`config.mk`:
```
export PLATFORM = sky130hd
export DESIGN_NAME = wlap_edge_calc
export DESIGN_NICKNAME = d
export VERILOG_FILES = /design/src/wlap_pkg.sv /design/src/wlap_edge_calc.sv
export SDC_FILE = /design/constraint.sdc
export NUM_CORES = 1
export LEC_CHECK = 0
export BUFFER_PORTS_ARGS = -buffer_cell sky130_fd_sc_hd__buf_2
export CAP_MARGIN = 40
export CORE_AREA = 3 3 157 159
export CTS_BUF_LIST = sky130_fd_sc_hd__clkbuf_8
export CTS_CLUSTER_SIZE = 40
export DETAILED_ROUTE_END_ITERATION = 10
export DIE_AREA = 0 0 160 162
export PLACE_DENSITY = 0.73
export SLEW_MARGIN = 30
export SYNTH_ARGS = -nofsm -noshare
export SYNTH_HDL_FRONTEND = slang
export SYNTH_SLANG_ARGS = --single-unit
export TNS_END_PERCENT = 10
```
`constraint.sdc`:
```
create_clock -name clk -period 8.75 [get_ports clk]
set_clock_uncertainty 0.2 [all_clocks]
set_input_delay 1.75 -clock clk [delete_from_list [all_inputs] [get_ports clk]]
set_output_delay 1.75 -clock clk [all_outputs]
set_load 0.01 [all_outputs]
```
`src/wlap_pkg.sv`:
```
// Shared types, constants and helpers for the weighted Laplacian edge stream unit.
package wlap_pkg;

	localparam int DEF_MAX_WIDTH    = 2048;
	localparam int DEF_MAX_HEIGHT   = 2048;
	localparam int MIN_WIDTH        = 3;
	localparam int MIN_HEIGHT       = 2;
	localparam int DEF_FRAME_WIDTH  = 640;
	localparam int DEF_FRAME_HEIGHT = 480;

	localparam int SAMPLE_W    = 20;
	localparam int EDGE_W      = 13;
	localparam int IN_TDATA_W  = 24;
	localparam int OUT_TDATA_W = 16;
	localparam int CFG_IDX_W   = 2;
	localparam int CFG_DATA_W  = 12;

	localparam int ACC_W     = 25;
	localparam int TOT_W     = 28;
	localparam int FRAC_BITS = 8;
	localparam int QUO_W     = TOT_W - FRAC_BITS;
	localparam int RND_BIAS  = (1 << FRAC_BITS) - 1;
	localparam int EDGE_MAX  = 2550;

	localparam logic [CFG_IDX_W-1:0] REG_FRAME_WIDTH  = CFG_IDX_W'(0);
	localparam logic [CFG_IDX_W-1:0] REG_FRAME_HEIGHT = CFG_IDX_W'(1);

	typedef logic signed [SAMPLE_W-1:0] sample_t;
	typedef logic signed [EDGE_W-1:0]   edge_t;
	typedef logic signed [ACC_W-1:0]    acc_t;

	typedef struct packed {
		logic    vld;
		logic    done;
		sample_t ctr;
		sample_t lft;
		sample_t rgt;
		sample_t top;
		sample_t bot;
	} wlap_win_t;

	function automatic int unsigned clamp_dim(input int unsigned v, input int unsigned lo,
		input int unsigned hi);
		int unsigned r;
		r = v;
		if (r < lo) r = lo;
		if (r > hi) r = hi;
		return r;
	endfunction

endpackage

```
`src/wlap_edge_calc.sv`:
```
// Weighted Laplacian arithmetic in two registered stages; the second is the output beat register.
module wlap_edge_calc import wlap_pkg::*; (
	input  logic                   clk,
	input  logic                   arst_n,
	input  wlap_win_t              win,
	output logic                   in_ready,
	output logic                   m_tvalid,
	input  logic                   m_tready,
	output logic [OUT_TDATA_W-1:0] m_tdata,  // [12:0] edge_value, rest zero
	output logic                   m_tlast
);

	logic    vld_s1, vld_s2;
	acc_t    sum_s1;
	sample_t bot_s1;
	logic    done_s1;
	edge_t   edge_s2;
	logic    done_s2;
	logic    adv2;

	acc_t                    sum1_d;
	acc_t                    lap;
	logic signed [TOT_W-1:0] tot;
	logic signed [TOT_W-1:0] rnd;
	logic signed [QUO_W-1:0] quo;
	edge_t                   edge_d;

	assign adv2     = !vld_s2 || m_tready;
	assign in_ready = !vld_s1 || adv2;

	always_comb begin
		sum1_d = ACC_W'(10 * ACC_W'(win.ctr) - 3 * ACC_W'(win.lft) - 3 * ACC_W'(win.rgt)
			- 2 * ACC_W'(win.top));
	end

	always_comb begin
		lap = ACC_W'(sum_s1 - 2 * ACC_W'(bot_s1));
		tot = TOT_W'(6 * TOT_W'(lap));
		rnd = tot + TOT_W'(tot[TOT_W-1] ? RND_BIAS : 0);
		quo = QUO_W'(rnd >>> FRAC_BITS);
		if (quo > QUO_W'(EDGE_MAX)) begin
			edge_d = EDGE_W'(EDGE_MAX);
		end else if (quo < QUO_W'(-EDGE_MAX)) begin
			edge_d = EDGE_W'(-EDGE_MAX);
		end else begin
			edge_d = EDGE_W'(quo);
		end
	end

	always_ff @(posedge clk or negedge arst_n) begin
		if (!arst_n) begin
			vld_s1 <= 1'b0;
			vld_s2 <= 1'b0;
		end else begin
			if (in_ready) vld_s1 <= win.vld;
			if (adv2) vld_s2 <= vld_s1;
		end
	end

	always_ff @(posedge clk) begin
		if (in_ready && win.vld) begin
			sum_s1  <= sum1_d;
			bot_s1  <= win.bot;
			done_s1 <= win.done;
		end
		if (adv2 && vld_s1) begin
			edge_s2 <= edge_d;
			done_s2 <= done_s1;
		end
	end

	assign m_tvalid = vld_s2;
	assign m_tdata  = {{(OUT_TDATA_W - EDGE_W){1'b0}}, edge_s2};
	assign m_tlast  = done_s2;

endmodule
```
# Yosys cells after proc, flatten, opt, wreduce, memory -nomap -nowiden
# Index checks and enable logic that the tools add are counted.
dict set report op_classes {
  n_addsub 5
  n_mul 4
  n_div 0
  order_cmp 2
  eq_ne 0
  n_shift 0
  muxes 2
  bitwise_logic 0
  n_reduce_logical 7
}
# operator n
set ops {}
lappend ops {{25-bit by 21-bit subtractor with 25-bit output} 2}
lappend ops {{25-bit by 23-bit subtractor with 25-bit output} 2}
lappend ops {{3-bit by 20-bit multiplier with 23-bit output, first input constant} 2}
lappend ops {{28-bit by 9-bit adder with 28-bit output} 1}
lappend ops {{3-bit by 25-bit multiplier with 27-bit output, first input constant} 1}
lappend ops {{4-bit by 20-bit multiplier with 24-bit output, first input constant} 1}
lappend ops {{20-bit by 13-bit greater-than comparator with 1-bit output, second input constant} 1}
lappend ops {{20-bit by 13-bit less-than comparator with 1-bit output, second input constant} 1}
lappend ops {{13-bit two-way mux} 1}
lappend ops {{8-bit two-way mux} 1}
lappend ops {{1-bit logical AND} 2}
lappend ops {{1-bit logical NOT} 2}
lappend ops {{1-bit logical OR} 2}
lappend ops {{2-bit OR reduction} 1}
dict set report totals {
  ff_bits 62
  latchBits 0
  mem_bits_rw 0
  romBits 0
  inputBits 105
  output_inout_bits 19
  word_cells 28
  memories 0
}

# Depth between registers and ports, before layout
dict set report logic_depth {
  ltp_word 6
  ltp_mapped 39
  mapped_depth_nobuf 38
}

# Least setup slack after synthesis
# OpenSTA, ideal clock, no wires.
dict set report synth_path {
  kind {flip-flop to flip-flop}
  startpoint {register sum_s1[1]}
  endpoint {register edge_s2[1], data pin}
  setup_time_ps 256
  t_arrival_ps 7021
  t_required_ps 8294
  setup_slack_ps 1273
  path_stages_with_launch 40
  path_buffers 1
  synth_period_minus_slack_ps 7477
  path_cell_list {edfxtp_1 > inv_1 > ha_1 > inv_1 > fa_1 > a21o_1 > a21oi_1 > o21bai_1 > a21oi_1 > o21bai_1 > a21oi_1 > nor2b_1 > o31ai_1 > a31oi_1 > a41o_1 > o21ai_0 > nand2b_1 > a21oi_1 > [... 4 more ...] > a21oi_1 > inv_1 > a21oi_1 > o21ai_0 > o21ai_0 > xor2_2 > ha_1 > and2_0 > and2_1 > o211ai_1 > mux2i_2 > o2111ai_4 > nor3_4 > xnor2_2 > inv_2 > nor3_2 > a31oi_1 > nand2b_1}
}
dict set report synth_between {
  elab_chain_len 6
  elab_cells_between_ends 7
  cone_classes {add/sub: 2; mul: 1; order compare: 2; mux: 1; reduce/logical: 1}
}
# element line
set synth_lines {}
lappend synth_lines {{start, declared} wlap_edge_calc.sv:14} ;# acc_t sum_s1;
lappend synth_lines {{start signal, assigned} wlap_edge_calc.sv:62} ;# sum_s1 <= sum1_d;
lappend synth_lines {{25-bit by 21-bit subtractor with 25-bit output (*)} wlap_edge_calc.sv:37} ;# lap = ACC_W'(sum_s1 - 2 * ACC_W'(bot_s1));
lappend synth_lines {{3-bit by 25-bit multiplier with 27-bit output (*)} wlap_edge_calc.sv:38} ;# tot = TOT_W'(6 * TOT_W'(lap));
lappend synth_lines {{8-bit two-way mux} wlap_edge_calc.sv:39} ;# rnd = tot + TOT_W'(tot[TOT_W-1] ? RND_BIAS : 0);
lappend synth_lines {{28-bit by 9-bit adder with 28-bit output (*)} wlap_edge_calc.sv:39}
lappend synth_lines {{20-bit by 13-bit greater-than comparator with 1-bit output / 20-bit by 13-bit less-than comparator with 1-bit output (equally long branches)} {wlap_edge_calc.sv:41, wlap_edge_calc.sv:43}}
lappend synth_lines {{2-bit OR reduction (no line)} n/a}
lappend synth_lines {{end signal, assigned} wlap_edge_calc.sv:67} ;# edge_s2 <= edge_d;
lappend synth_lines {{end, declared} wlap_edge_calc.sv:17} ;# edge_t edge_s2;
# Every way passes the cells marked *; elsewhere a longest branch is shown, timed or not.
# A chain may end at the register's enable or synchronous reset.

# Worst setup path after layout
# Ends and elaborated chain as after synthesis.

==> qor.csv <==
metric,value,unit
synth-seq-cells,62,
antenna_left,0,
status,completed,
ctsResizeCount,0,
die_h,162,um
fmax,122,MHz
syn2layout_area_growth,11.6,%
root_buffer,clkbuf_8,
yosysUniqueCellTypes,79,
cts_sinks,62,
core_area,23400,um^2
netlist_top_cells_area,"ha_1 24%, edfxtp_1 17%, fa_1 16%, inv_1 8.0%, xnor2_1 5.3%",
antenna_found_initial,2,
hp-class,reg2reg,
ys_warn_count,0,
maxCapViolCount,0,
path_max_fanout,8,
pre_cts_ws,0.283,ns
layout-drive-gt1-share,0.134,
nets,1637,
grt_start_max_net_pins,47,
final_util,0.497,
chipWidth,160,um
cts.path.max_buffers,2,
final-hold-violation-count,0,
netlist_area,10400,um^2
crit_arrival,8.10,ns
io_pins,124,
tns,0,ns
drcViolationCount,0,
n_antenna_cell,0,
cp_slowest_cell,ha_1,
first_global_vias,7727,
required,8.67,ns
yosys.area.top_type,ha_1,
grt_pass1_wl,33300,um
synth_most_common_cell,inv_1,
ys_async_sr_fraction,0.0323,
wire_per_inst,12.1,um
start_util,0.445,
vias_per_cell,4.97,
grt_usage,0.151,
setup_viol,0,
worst_pin_slew,0.702,ns
htreeDepth,3,
synth_top_area_frac,0.242,
cp-start-kind,flop,
io_buffers,120,
syn_avg_cell_area,9.29,um^2
post_cts_buffers,0,
synth_flop_cell,edfxtp_1,
synthesis.instances,1122,
hold_buffers,0,
cp-end-kind,flop,
rsz0062_at_grt,no,
synth_edf_count,60,
slew_violations,0,
yosysSeqAreaShare,0.178,
path_clk_slew,0.08,ns
finalCriticalPeriod,8.18,ns
wl,19000,um
crit_type,reg2reg,
cp_top_family,compound AO/OA/AOI/OAI gates,
max_stage_delay,0.41,ns
cp_common_cell,a21oi_1,
synth_common_cells,"223 x inv_1, 202 x ha_1, 82 x fa_1",
num_rows,56,
clock_latency,0.37,ns
finalCritPeriodShare,0.935,
grt-ovfl-total,0,
dieArea,25900,um^2
drtIter0Drc,261,
hpwl,16800,um
slew_headroom,0.526,
drtPass1Iterations,6,
vias,7819,
cp.buffers_inverters,4,
cts_tree,done,
gp_congestion,0.862,
worst_slack,0.567,ns
cts_buffers,9,
[layer usage]
metal / wire (um) / share of wire / global-route usage
met5: 20 / 0.0011 / 0
met4: 252 / 0.013 / 0.0304
met3: 740 / 0.039 / 0.0283
met2: 9180 / 0.48 / 0.270
met1: 8830 / 0.46 / 0.191
[flip-flops by register name, summed over array words and instances, names as in the netlist]
register / cells
sum_s1: 25
bot_s1: 20
edge_s2: 13
done_s1: 1
m_tlast: 1
m_tvalid: 1
vld_s1: 1
[through the flow]
stage,cell area [um^2],instances,hold slack [ns]
4_1_cts,11600,1572,0.241
2_1_floorplan,10400,1124,0.200
3_5_place_dp,11400,1556,0.206
6_report,11600,1572,0.232
3_3_place_gp,11400,1556,0.207
5_1_grt,11600,1572,0.254
[worst reg2reg max path: cells and delay by family, from the launching register on]
kind | cells | cell delay (ns)
buf+inv | 4 | 0.29
fa+ha+maj | 5 | 1.51
simple gates | 7 | 1.01
flops | 1 | 0.37
mux | 1 | 0.16
xor+xnor | 3 | 0.85
compound gates | 18 | 3.54
[layout by cell type, fill, tap and decap left out, types with 4 or more instances in the layout]
cell      netlist  final
nor2b_1        15     15
nand3_1        21     21
or2_2           7      7
buf_2           3    120
nor3_1         16     16
xor2_1         28     28
a211oi_1        4      4
and2_1          7      6
and3_1          5      5
o21a_1         13     13
o21bai_1       13     13
o21ai_0        46     46
a21o_1         22     22
a21boi_0        7      7
xnor2_1        63     63
fa_1           82     82
o211ai_1        5      5
clkbuf_8        0      9
a31oi_1         8      8
edfxtp_1       60     60
nand2b_1       17     17
ha_1          202    202
a21oi_1        68     67
inv_1         223    223
nor2_1         74     74
nand2_1        31     31
or3_1           5      5
[kinds of logic after synthesis]
logic type               synth area share
XOR/XNOR                           0.0796
flip-flops                          0.178
AO/OA/AOI/OAI                       0.147
multiplexers                      0.00324
other                            0.000360
adder cells (fa/ha/maj)             0.400
AND/OR/NAND/NOR                     0.108
buffers and inverters              0.0846
[layout make-up]
type	instances	area (um^2)
Clock inverter	7	96.3
Multi-Input combinational cell	831	7720
Clock buffer	9	124
Timing Repair Buffer	120	601
Sequential cell	62	1850
Fill cell	2222	11800
Tap cell	319	399
Inverter	224	841
[path summary, 6_finish.rpt]
path | cells after the start | slack, ns | startpoint | to
setup / recovery | 38 | 0.57 | sum_s1[1] | edge_s2[1]
setup reg to reg | 38 | 0.57 | sum_s1[1] | edge_s2[1]
hold reg to reg | 0 | 0.23 | done_s1 | m_tlast
min in group asynchronous | 1 | 0.97 | arst_n | m_tvalid
max in group asynchronous | 1 | 7.29 | arst_n | vld_s1
hold / removal | 0 | 0.23 | done_s1 | m_tlast
Power is not shown: default switching activity piles up to over one toggle a cycle in this logic, so the estimate is an artifact.
